## config.mk

```make
export PLATFORM = sky130hd
export DESIGN_NAME = slope_line_pixel_generator_top
export DESIGN_NICKNAME = d
export VERILOG_FILES = /design/src/sv/slpg_pkg.sv /design/src/sv/slope_line_pixel_generator_top.sv
export VERILOG_INCLUDE_DIRS = /design/src /design/src/sv
export SDC_FILE = /design/constraint.sdc
export NUM_CORES = 1
export LEC_CHECK = 0
export ABC_AREA = 1
export BUFFER_PORTS_ARGS = -buffer_cell sky130_fd_sc_hd__buf_4
export CORE_AREA = 10 10 213 215
export CTS_BUF_LIST = sky130_fd_sc_hd__clkbuf_8
export CTS_CLUSTER_SIZE = 24
export DETAILED_ROUTE_END_ITERATION = 8
export DIE_AREA = 0 0 223 225
export GPL_ROUTABILITY_DRIVEN = 0
export GPL_TIMING_DRIVEN = 0
export PLACE_DENSITY_LB_ADDON = 0.05
export SYNTH_ARGS = -nofsm -noshare
export SYNTH_HDL_FRONTEND = slang
export SYNTH_SLANG_ARGS = --single-unit
```

## constraint.sdc

```tcl
create_clock -name clk -period 4.3 [get_ports clk]
set_input_delay 0.215 -clock clk [delete_from_list [all_inputs] [get_ports clk]]
set_output_delay 0.215 -clock clk [all_outputs]
set_load 0.05 [all_outputs]
```

## src/sv/slope_line_pixel_generator_top_assert.svh

```systemverilog
// Assertion macros for the line pixel generator.
// Used by slope_line_pixel_generator_top.sv; needs clk and rst_n in scope.
`ifndef SLOPE_LINE_PIXEL_GENERATOR_TOP_ASSERT_SVH
`define SLOPE_LINE_PIXEL_GENERATOR_TOP_ASSERT_SVH

`ifndef NO_ASSERTIONS

// Same-cycle implication, disabled during reset
`define SLPG_ASSERT_IMP(lbl, ante, cons) \
  lbl: assert property (@(posedge clk) disable iff (!rst_n) (ante) |-> (cons)) \
    else $error("slpg assertion failed");

// Next-cycle implication, disabled during reset
`define SLPG_ASSERT_NXT(lbl, ante, cons) \
  lbl: assert property (@(posedge clk) disable iff (!rst_n) (ante) |=> (cons)) \
    else $error("slpg assertion failed");

`else

`define SLPG_ASSERT_IMP(lbl, ante, cons)
`define SLPG_ASSERT_NXT(lbl, ante, cons)

`endif

`endif

```

## src/sv/slpg_pkg.sv

```systemverilog
// Shared constants and types for the line pixel generator.
// No dependencies.
`timescale 1ns / 1ps

package slpg_pkg;

  // Screen coordinate width
  localparam int COORD_BITS = 12;

  // Radix-4 multiplier digits and shared step counter width
  localparam int MUL_DIGITS = (COORD_BITS + 1) / 2;
  localparam int CNT_W      = $clog2(COORD_BITS);

  // Operation codes
  localparam logic OP_LOAD = 1'b0;
  localparam logic OP_STEP = 1'b1;

  // Sequencer states
  typedef enum logic [1:0] {
    S_IDLE,
    S_MUL,
    S_DIV,
    S_FIN
  } state_t;

endpackage

```

## src/sv/slope_line_pixel_generator_top.sv

```systemverilog
// Line pixel generator: latches a line on load, emits one pixel per step.
// Flow: a load is latched while idle; a vertical step captures the pixel, then hands
// it to the output register; a sloped step runs the radix-4 serial multiplier and
// the one-bit-per-cycle restoring divider, sharing one register, before that hand-off.
// Throughput: one transaction at a time; a load every cycle while idle, a new step
// only once the last pixel reached the output register (held while the output stalls).
// Reset (rst_n, synchronous, active low) clears the line and the output valid.
`timescale 1ns / 1ps
`include "slope_line_pixel_generator_top_assert.svh"

module slope_line_pixel_generator_top (
  input  logic                           clk,
  input  logic                           rst_n,
  // input channel
  input  logic                           in_valid,
  output logic                           in_stall,
  input  logic                           in_operation,
  input  logic [slpg_pkg::COORD_BITS-1:0] in_x_start,
  input  logic [slpg_pkg::COORD_BITS-1:0] in_y_start,
  input  logic [slpg_pkg::COORD_BITS-1:0] in_x_end,
  input  logic [slpg_pkg::COORD_BITS-1:0] in_y_end,
  input  logic [31:0]                    in_line_color,
  // result channel
  output logic                           out_valid,
  input  logic                           out_stall,
  output logic [slpg_pkg::COORD_BITS-1:0] out_pixel_x,
  output logic [slpg_pkg::COORD_BITS-1:0] out_pixel_y,
  output logic [31:0]                    out_pixel_color,
  output logic                           out_last_pixel
);

  localparam int C  = slpg_pkg::COORD_BITS;
  localparam int MD = slpg_pkg::MUL_DIGITS;
  localparam int CW = slpg_pkg::CNT_W;

  // Control state
  slpg_pkg::state_t state_r, state_nxt;
  logic             active_r, active_nxt;
  logic             vert_r, vert_nxt;
  logic [CW-1:0]    cnt_r, cnt_nxt;
  logic             out_valid_r, out_valid_nxt;

  // Line state
  logic [C-1:0]     x0_r, x0_nxt;
  logic [C-1:0]     y0_r, y0_nxt;
  logic [C-1:0]     x1_r, x1_nxt;
  logic [C-1:0]     y1_r, y1_nxt;
  logic [C-1:0]     walk_r, walk_nxt;
  logic [31:0]      color_r, color_nxt;
  logic             xneg_r, xneg_nxt;
  logic             dyneg_r, dyneg_nxt;
  logic [C-1:0]     dx_r, dx_nxt;
  logic [C-1:0]     dy_r, dy_nxt;
  logic [C+1:0]     dy3_r, dy3_nxt;

  // Per-pixel working registers
  logic [2*MD-1:0]  mk_r, mk_nxt;
  logic [2*C-1:0]   acc_r, acc_nxt;
  logic [C-1:0]     px_r, px_nxt;
  logic [C-1:0]     py_r, py_nxt;
  logic             last_r, last_nxt;

  // Output register
  logic [C-1:0]     opx_r, opx_nxt;
  logic [C-1:0]     opy_r, opy_nxt;
  logic [31:0]      ocol_r, ocol_nxt;
  logic             olast_r, olast_nxt;

  // Combinational helpers
  logic             in_acc;
  logic [C-1:0]     abs_dy, abs_dx, kval, goal, walk_adv;
  logic [2*C-1:0]   pp;
  logic [C:0]       rem_sh;
  logic [C+1:0]     diff;
  logic [C-1:0]     quo, rem, qfix, py_calc, py_fin;

  assign in_acc = in_valid && !in_stall;

  // Absolute deltas of the incoming line
  assign abs_dy = (in_y_end >= in_y_start) ? (in_y_end - in_y_start) : (in_y_start - in_y_end);
  assign abs_dx = (in_x_end >= in_x_start) ? (in_x_end - in_x_start) : (in_x_start - in_x_end);

  // Distance walked from the first endpoint, always non-negative
  assign kval = xneg_r ? (x0_r - walk_r) : (walk_r - x0_r);

  // Walk advance toward the goal coordinate
  assign goal     = vert_r ? y1_r : x1_r;
  assign walk_adv = (walk_r < goal) ? (walk_r + C'(1)) : (walk_r - C'(1));

  // Radix-4 partial product selected by the top multiplier digit
  always_comb begin
    case (mk_r[2*MD-1 -: 2])
      2'd0:    pp = '0;
      2'd1:    pp = (2*C)'(dy_r);
      2'd2:    pp = (2*C)'({dy_r, 1'b0});
      default: pp = (2*C)'(dy3_r);
    endcase
  end

  // Restoring division step: remainder in the upper half, dividend/quotient below
  assign rem_sh = {acc_r[2*C-1:C], acc_r[C-1]};
  assign diff   = {1'b0, rem_sh} - {2'b00, dx_r};

  // Floor correction for a falling line: round the magnitude up
  assign quo     = acc_r[C-1:0];
  assign rem     = acc_r[2*C-1:C];
  assign qfix    = quo + C'(rem != '0);
  assign py_calc = dyneg_r ? (y0_r - qfix) : (y0_r + quo);
  assign py_fin  = vert_r ? py_r : py_calc;

  // Next state and outputs
  always_comb begin
    state_nxt     = state_r;
    active_nxt    = active_r;
    vert_nxt      = vert_r;
    cnt_nxt       = cnt_r;
    out_valid_nxt = out_valid_r && out_stall;
    x0_nxt        = x0_r;
    y0_nxt        = y0_r;
    x1_nxt        = x1_r;
    y1_nxt        = y1_r;
    walk_nxt      = walk_r;
    color_nxt     = color_r;
    xneg_nxt      = xneg_r;
    dyneg_nxt     = dyneg_r;
    dx_nxt        = dx_r;
    dy_nxt        = dy_r;
    dy3_nxt       = dy3_r;
    mk_nxt        = mk_r;
    acc_nxt       = acc_r;
    px_nxt        = px_r;
    py_nxt        = py_r;
    last_nxt      = last_r;
    opx_nxt       = opx_r;
    opy_nxt       = opy_r;
    ocol_nxt      = ocol_r;
    olast_nxt     = olast_r;
    in_stall      = (state_r != slpg_pkg::S_IDLE);

    unique case (state_r)
      slpg_pkg::S_IDLE: begin
        if (in_acc && (in_operation == slpg_pkg::OP_LOAD)) begin
          // latch a new line
          x0_nxt    = in_x_start;
          y0_nxt    = in_y_start;
          x1_nxt    = in_x_end;
          y1_nxt    = in_y_end;
          color_nxt = in_line_color;
          xneg_nxt  = (in_x_end < in_x_start);
          dyneg_nxt = (in_y_end < in_y_start);
          dx_nxt    = abs_dx;
          dy_nxt    = abs_dy;
          dy3_nxt   = (C+2)'(abs_dy) + (C+2)'({abs_dy, 1'b0});
          if (in_x_start == in_x_end) begin
            vert_nxt   = 1'b1;
            walk_nxt   = in_y_start;
            active_nxt = (in_y_start != in_y_end);
          end else begin
            vert_nxt   = 1'b0;
            walk_nxt   = in_x_start;
            active_nxt = 1'b1;
          end
        end else if (in_acc && active_r) begin
          // step: capture pixel, advance the walk
          walk_nxt = walk_adv;
          last_nxt = (walk_adv == goal);
          if (walk_adv == goal) begin
            active_nxt = 1'b0;
          end
          if (vert_r) begin
            px_nxt    = x0_r;
            py_nxt    = walk_r;
            state_nxt = slpg_pkg::S_FIN;
          end else begin
            px_nxt    = walk_r;
            mk_nxt    = (2*MD)'(kval);
            acc_nxt   = '0;
            cnt_nxt   = CW'(MD - 1);
            state_nxt = slpg_pkg::S_MUL;
          end
        end
      end

      slpg_pkg::S_MUL: begin
        // |dy| * k, two multiplier bits per cycle
        acc_nxt = {acc_r[2*C-3:0], 2'b00} + pp;
        mk_nxt  = {mk_r[2*MD-3:0], 2'b00};
        if (cnt_r == '0) begin
          cnt_nxt   = CW'(C - 1);
          state_nxt = slpg_pkg::S_DIV;
        end else begin
          cnt_nxt = cnt_r - CW'(1);
        end
      end

      slpg_pkg::S_DIV: begin
        // one quotient bit per cycle
        if (!diff[C+1]) begin
          acc_nxt = {diff[C-1:0], acc_r[C-2:0], 1'b1};
        end else begin
          acc_nxt = {rem_sh[C-1:0], acc_r[C-2:0], 1'b0};
        end
        if (cnt_r == '0) begin
          state_nxt = slpg_pkg::S_FIN;
        end else begin
          cnt_nxt = cnt_r - CW'(1);
        end
      end

      slpg_pkg::S_FIN: begin
        // hand the pixel to the output register once it is free
        if (!out_valid_r || !out_stall) begin
          opx_nxt       = px_r;
          opy_nxt       = py_fin;
          ocol_nxt      = color_r;
          olast_nxt     = last_r;
          out_valid_nxt = 1'b1;
          state_nxt     = slpg_pkg::S_IDLE;
        end
      end

      default: begin
        state_nxt = slpg_pkg::S_IDLE;
      end
    endcase
  end

  // Control registers
  always_ff @(posedge clk) begin
    if (!rst_n) begin
      state_r     <= slpg_pkg::S_IDLE;
      active_r    <= 1'b0;
      vert_r      <= 1'b0;
      cnt_r       <= '0;
      out_valid_r <= 1'b0;
      x0_r        <= '0;
      y0_r        <= '0;
      x1_r        <= '0;
      y1_r        <= '0;
      walk_r      <= '0;
      color_r     <= '0;
      xneg_r      <= 1'b0;
      dyneg_r     <= 1'b0;
    end else begin
      state_r     <= state_nxt;
      active_r    <= active_nxt;
      vert_r      <= vert_nxt;
      cnt_r       <= cnt_nxt;
      out_valid_r <= out_valid_nxt;
      x0_r        <= x0_nxt;
      y0_r        <= y0_nxt;
      x1_r        <= x1_nxt;
      y1_r        <= y1_nxt;
      walk_r      <= walk_nxt;
      color_r     <= color_nxt;
      xneg_r      <= xneg_nxt;
      dyneg_r     <= dyneg_nxt;
    end
  end

  // Datapath registers, no reset
  always_ff @(posedge clk) begin
    dx_r    <= dx_nxt;
    dy_r    <= dy_nxt;
    dy3_r   <= dy3_nxt;
    mk_r    <= mk_nxt;
    acc_r   <= acc_nxt;
    px_r    <= px_nxt;
    py_r    <= py_nxt;
    last_r  <= last_nxt;
    opx_r   <= opx_nxt;
    opy_r   <= opy_nxt;
    ocol_r  <= ocol_nxt;
    olast_r <= olast_nxt;
  end

  assign out_valid       = out_valid_r;
  assign out_pixel_x     = opx_r;
  assign out_pixel_y     = opy_r;
  assign out_pixel_color = ocol_r;
  assign out_last_pixel  = olast_r;

  // A sloped step always starts the multiplier
  `SLPG_ASSERT_NXT(a_slope_starts_mul, in_acc && (in_operation == slpg_pkg::OP_STEP) && active_r && !vert_r, state_r == slpg_pkg::S_MUL)
  // Partial remainder stays below the divisor throughout the division
  `SLPG_ASSERT_IMP(a_rem_below_dx, state_r == slpg_pkg::S_DIV, acc_r[2*C-1:C] < dx_r)
  // A new result only ever comes out of the finishing state
  `SLPG_ASSERT_IMP(a_out_from_fin, $rose(out_valid_r), $past(state_r) == slpg_pkg::S_FIN)
  // An active sloped line never has a zero x span
  `SLPG_ASSERT_IMP(a_dx_nonzero, active_r && !vert_r && (state_r == slpg_pkg::S_MUL), dx_r != '0)

endmodule
```

Word level (Yosys, flattened, before mapping)
Cells that the tools add are included.
{"block": "classes", "n_mux": 41, "eq_ne": 15, "n_addsub": 15, "n_lt_le_gt_ge": 5, "bitwise_logic": 2, "reduce_logical": 27}
{"cell": "2-to-1 mux 12 bit", "count": 14}
{"cell": "2-to-1 mux 24 bit", "count": 4}
{"cell": "subtractor 12 bit", "count": 7}
{"cell": "one-hot mux 24 bit (3 select lines)", "count": 1}
{"cell": "one-hot mux 14 bit (3 select lines)", "count": 1}
{"cell": "< comparator 12 bit", "count": 3}
{"cell": "adder 24 bit", "count": 1}
{"cell": "equality test 12 bit", "count": 2}
{"cell": "greater-or-equal comparator 12 bit", "count": 2}
{"cell": "one-hot mux 12 bit (2 select lines)", "count": 1}
{"cell": "2-to-1 mux 4 bit", "count": 5}
{"cell": "adder 12 x 13 -> 14 bit", "count": 1}
{"cell": "!= test 2 bit (second input constant)", "count": 7}
{"cell": "subtractor 13 x 12 -> 14 bit", "count": 1}
{"cell": "adder 12 x 1 -> 12 bit", "count": 1}
{"cell": "adder 12 x 1 -> 12 bit (second input constant)", "count": 1}
{"cell": "adder 12 bit", "count": 1}
{"cell": "2-to-1 mux 2 bit", "count": 6}
{"cell": "!= test 12 bit", "count": 1}
{"cell": "one-hot mux 4 bit (3 select lines)", "count": 1}
{"cell": "AND reduction 4 bit", "count": 3}
{"cell": "nonzero test 12 bit", "count": 1}
{"cell": "subtractor 12 x 1 -> 12 bit (second input constant)", "count": 1}
{"cell": "AND reduction 5 bit", "count": 2}
{"cell": "other kinds (15)", "count": 37}
{"block": "totals", "elab_cells": 130, "reg_bits": 259, "inputBits": 85}

Longest topological paths before layout
{"block": "depth", "depth_word": 7, "depth_mapped": 30, "mapped_depth_nobuf": 29}

Worst setup path after synthesis
Ideal clock, no wire load.
{"block": "synth_path", "path_type": "register -> register", "startpoint": "register state_r[0]", "endpoint": "register olast_r, in the netlist out_last_pixel (enable)", "synth_period_minus_slack_ps": 3871, "required_ps": 3809, "setup_time_ps": 491, "t_arrival_ps": 3380, "path_slack_ps": 429, "path_stages_with_launch": 4, "cell_sequence": "dfxtp_1 > ha_1 > inv_1 > a21oi_1"}
{"block": "synth_via", "elab_chain_cells": 2}
{"item": "start: declaration", "line_no": "slope_line_pixel_generator_top.sv:37", "text": "slpg_pkg::state_t state_r, state_nxt;"}
{"item": "start signal: assignment", "line_no": "slope_line_pixel_generator_top.sv:231", "text": "state_r <= slpg_pkg::S_IDLE;"}
{"item": "start signal: assignment", "line_no": "slope_line_pixel_generator_top.sv:245", "text": "state_r <= state_nxt;"}
{"item": "equality test 2 bit", "line_no": "slope_line_pixel_generator_top.sv:140", "text": "unique case (state_r)"}
{"item": "AND reduction 2 bit (no line)"}
{"item": "end signal: assignment", "line_no": "slope_line_pixel_generator_top.sv:274", "text": "olast_r <= olast_nxt;"}
{"item": "end: declaration", "line_no": "slope_line_pixel_generator_top.sv:67", "text": "logic olast_r, olast_nxt;"}
Every way passes these cells.
A chain may end at the register's enable or synchronous reset.

Worst setup path in the final report
{"block": "layout_path", "startpoint": "input in_y_start[10] in the netlist's numbering", "endpoint": "register dy3_r[11] (data pin)"}
{"block": "layout_via", "elab_chain_cells": 3, "elab_cells_between_ends": 5, "cone_classes": "add/sub: 3; order compare: 1; mux: 1"}
{"item": "start: declaration", "line_no": "slope_line_pixel_generator_top.sv:19", "text": "input logic [slpg_pkg::COORD_BITS-1:0] in_y_start,"}
{"item": "greater-or-equal comparator 12 bit", "line_no": "slope_line_pixel_generator_top.sv:80", "text": "assign abs_dy = (in_y_end >= in_y_start) ? (in_y_end - in_y_start) : (in_y_start - in_y_end);"}
{"item": "2-to-1 mux 12 bit", "line_no": "slope_line_pixel_generator_top.sv:80"}
{"item": "net abs_dy[1]", "line_no": "slope_line_pixel_generator_top.sv:71", "text": "logic [C-1:0] abs_dy, abs_dx, kval, goal, walk_adv;"}
{"item": "adder 12 x 13 -> 14 bit", "line_no": "slope_line_pixel_generator_top.sv:153", "text": "dy3_nxt = (C+2)'(abs_dy) + (C+2)'({abs_dy, 1'b0});"}
{"item": "end signal: assignment", "line_no": "slope_line_pixel_generator_top.sv:265", "text": "dy3_r <= dy3_nxt;"}
{"item": "end: declaration", "line_no": "slope_line_pixel_generator_top.sv:54", "text": "logic [C+1:0] dy3_r, dy3_nxt;"}
The timed path passes the listed nets, and every way through them passes these cells.

==> results.yml <==
timing:
  fmax_mhz: 246.8
  post-route-min-period_ps: 4052
  rsz0062_at_grt: "false"
  hold_viol: 0
  relSlewSlack_pct: 25.53
  drv_slew: 0
  hold_slack_ps: 46.33
  fin_setup_tns_ps: 0
  clock_skew_ps: 44.03
  finalSetupViolCount: 0
  layout_setup_ws_ps: 247.5
  period_share_pct: 94.24
  worst_pin_slew_ps: 1113
clocking:
  clk_path_buf_depth: 3
  htree_levels: 2
  cts.sinks: 258
  cts_tree: "yes"
  root_buffer: "clkbuf_8"
  cts_made_buffers: 46
  clkLatencyLatePin_ps: 640
  clkTransAtPathRegs_ps: 60
power_and_ir_drop:
  clockPowerShare_pct: 19.8
  combPwrFrac_pct: 50.4
  total_power_w: 0.01235
  internal_power_w: 0.006844
  peakVddDrop_mv: 0.3706
  power_leakage_nw: 9.421
  seqPwrFrac_pct: 29.8
  powerDensity_nw_per_um2: 589.5
  p_switching_w: 0.005509
  power_switching_share_pct: 44.60
worst_setup_path:
  cpPeakStageDelay_ps: 520
  critPathLaunchType: "input port"
  path_common_cell: "inv_1"
  cp_data_required_time_ps: 4670
  cp_cell_sequence: "dlygate4sd3_1, buf_4, inv_1, ha_1, inv_1, nor3_1, and3_4, nor2_8, inv_4, buf_6, nand2_1, o21ai_1, ha_1, inv_1, fa_1, nand3b_1, and2_1, o221ai_1, a21o_1, a21oi_1, xnor2_1"
  path_max_fanout: 10
  endpoint_kind: "flip-flop"
  path_class: "input port to flip-flop"
  arrival_ps: 4420
  cp_slowest_cell: "dlygate4sd3_1"
synth:
  ys_async_sr_fraction_pct: 0
  syn_area_per_cell_um2: 8.078
  synthTopCellsByCount: "378 x nand2_1, 281 x inv_1, 219 x a21oi_1"
  yosysSeqAreaShare_pct: 39.28
  syn_inst: 2117
  synthTopCellsByArea: "edfxtp_1 27%, ha_1 12%, dfxtp_1 12%"
  ys_warn_count: 0
  synth.distinct_cells: 66
  synth_edf_count: 155
  synth_seq_cells: 258
  yosys.area.top_type: "edfxtp_1"
  synth_top_area_share_pct: 27.22
  syn-num-nets: 2380
  synthFlopType: "edfxtp_1"
  yosysMostFrequentCell: "nand2_1"
  synth_area_um2: 17100
drt:
  drc: 0
  routedWlPerCell_um: 18.61
  route.met2.wl_um: 24970
  dr.pass1.iters: 6
  dr_wl_met3_um: 3236
  first_iter_violations: 1268
  wirelength_um: 55390
  dr.max_layer_used: "met4"
  wl_met1_um: 25720
  vias: 15640
  ant_nets: 0
  viasPerCell: 5.254
global_route:
  grt_pass1_wl_um: 85160
  grt_max_degree: 45
  antenna_found_initial: 0
  groute.usage.overall_pct: 21.45
  grt_overflow: 0
  grt_pass1_vias: 15220
cells_and_area:
  area_delta_synth_final_pct: 22.56
  diodes: 0
  fill_cells: 3962
  nNetsFinal: 2662
  final_area_um2: 20960
  drive_gt1_share_pct: 11.69
die:
  initial_core_util_pct: 41.32
  die-area_um2: 50180
  die_y_um: 225
  io_pins: 144
  rows: 75
  core_area_um2: 41380
  fp.dieW_um: 223
run:
  drv_cap: 0
place:
  post-dp-hpwl_um: 44180
  pre_cts_slack_ps: -608.6
  postPlaceCellArea_um2: 18970
  numPortBuffers: 143
run_status:
  status: "complete, no violations"
min_path:
  hold_path.class: "input port to flip-flop"
## placed cells by master, fill, tap and decap left out, drive strengths merged, types with 79 or more instances in the layout
cell type    count
o21ai          207
ha             165
nand3           85
inv            300
a21oi          221
edfxtp         155
dfxtp          103
nor2           190
buf            168
clkbuf         105
dlygate4sd3     79
nand2          381
## layout make-up
cell class | instances | area [µm²] | share of cell area, %
Multi-Input combinational cell | 1510 | 9191 | 43.86
Sequential cell | 258 | 6716 | 32.05
Timing Repair Buffer | 233 | 2012 | 9.600
Inverter | 288 | 1084 | 5.170
Clock buffer | 57 | 784.5 | 3.743
Tap cell | 539 | 674.4 | 3.218
Buffer | 62 | 284.0 | 1.355
Clock inverter | 29 | 211.5 | 1.009
## routing by layer
| layer | vias up | global-route usage (%) |
|---|---|---|
| met5 | - | 0 |
| met4 | 0 | 6.277 |
| met3 | 90 | 3.463 |
| met2 | 506 | 34.48 |
| met1 | 7289 | 29.09 |
| li1 | 7752 | - |
## worst max-delay path, delay by kind of cell
family	cells	cell delay, ps
AND/OR/NAND/NOR	6	1180
buffers and inverters	7	1160
adder cells (fa/ha/maj)	3	990
AO/OA/AOI/OAI	4	730
XOR/XNOR	1	140
## cells by family (layout without fill, tap and decap cells)
group                    count (synthesis)  after routing  share of synthesized area, %
flip-flops                             258            258                         39.28
adder cells (fa/ha/maj)                178            178                         13.59
buffers and inverters                  350            669                         7.939
AO/OA/AOI/OAI                          538            538                         17.60
AND/OR/NAND/NOR                        720            721                         17.71
multiplexers                            12             12                        0.7098
XOR/XNOR                                61             61                         3.168
## what timing repair did
action,in CTS,in global routing
gates resized for setup,8,27
hold endpoints to repair,97,0
buffers inserted,0,7
endpoints found under the setup margin,2,5
pin swaps,0,3
hold buffers,79,0
gates cloned,0,1
## through the flow
| step | utilization, % | instances |
|---|---|---|
| 4_1_cts | 50.22 | 2968 |
| 3_3_place_gp | 45.55 | 2799 |
| 6_report | 50.64 | 2976 |
| 5_1_grt | 50.64 | 2976 |
| 2_1_floorplan | - | 2117 |
| 3_5_place_dp | 45.83 | 2803 |
## registers in the layout, indices dropped and copies added (netlist names), 2 cells and up
register         cells
x1_r                12
px_r                12
y0_r                12
dy_r                12
color_r             32
mk_r                12
dx_r                12
acc_r               24
cnt_r                4
walk_r              12
out_pixel_x         12
out_pixel_y         12
y1_r                12
out_pixel_color     32
py_r                12
dy3_r               13
x0_r                12
state_r              2
## power groups by stage
stage / combinational (W) / sequential, W / clock, W
3_3_place_gp: 0.00583 / 0.00374 / 0
3_5_place_dp: 0.00598 / 0.00372 / 0
4_1_cts: 0.00608 / 0.00368 / 0.00251
5_1_grt: 0.00703 / 0.00373 / 0.00261
2_1_floorplan: 0.00430 / 0.00368 / 0
6_report: 0.00622 / 0.00369 / 0.00245
## path summary, 6_finish.rpt
kind / cells after the start / to / from / slack [ps]
max: 21 / dy3_r[11] / in_y_start[10] / 250
min: 3 / x0_r[3] / in_x_start[3] / 50
max reg2reg: 21 / last_r / vert_r / 310
min reg2reg: 0 / out_pixel_x[10] / px_r[10] / 410
(Power assumes the default switching activity.)
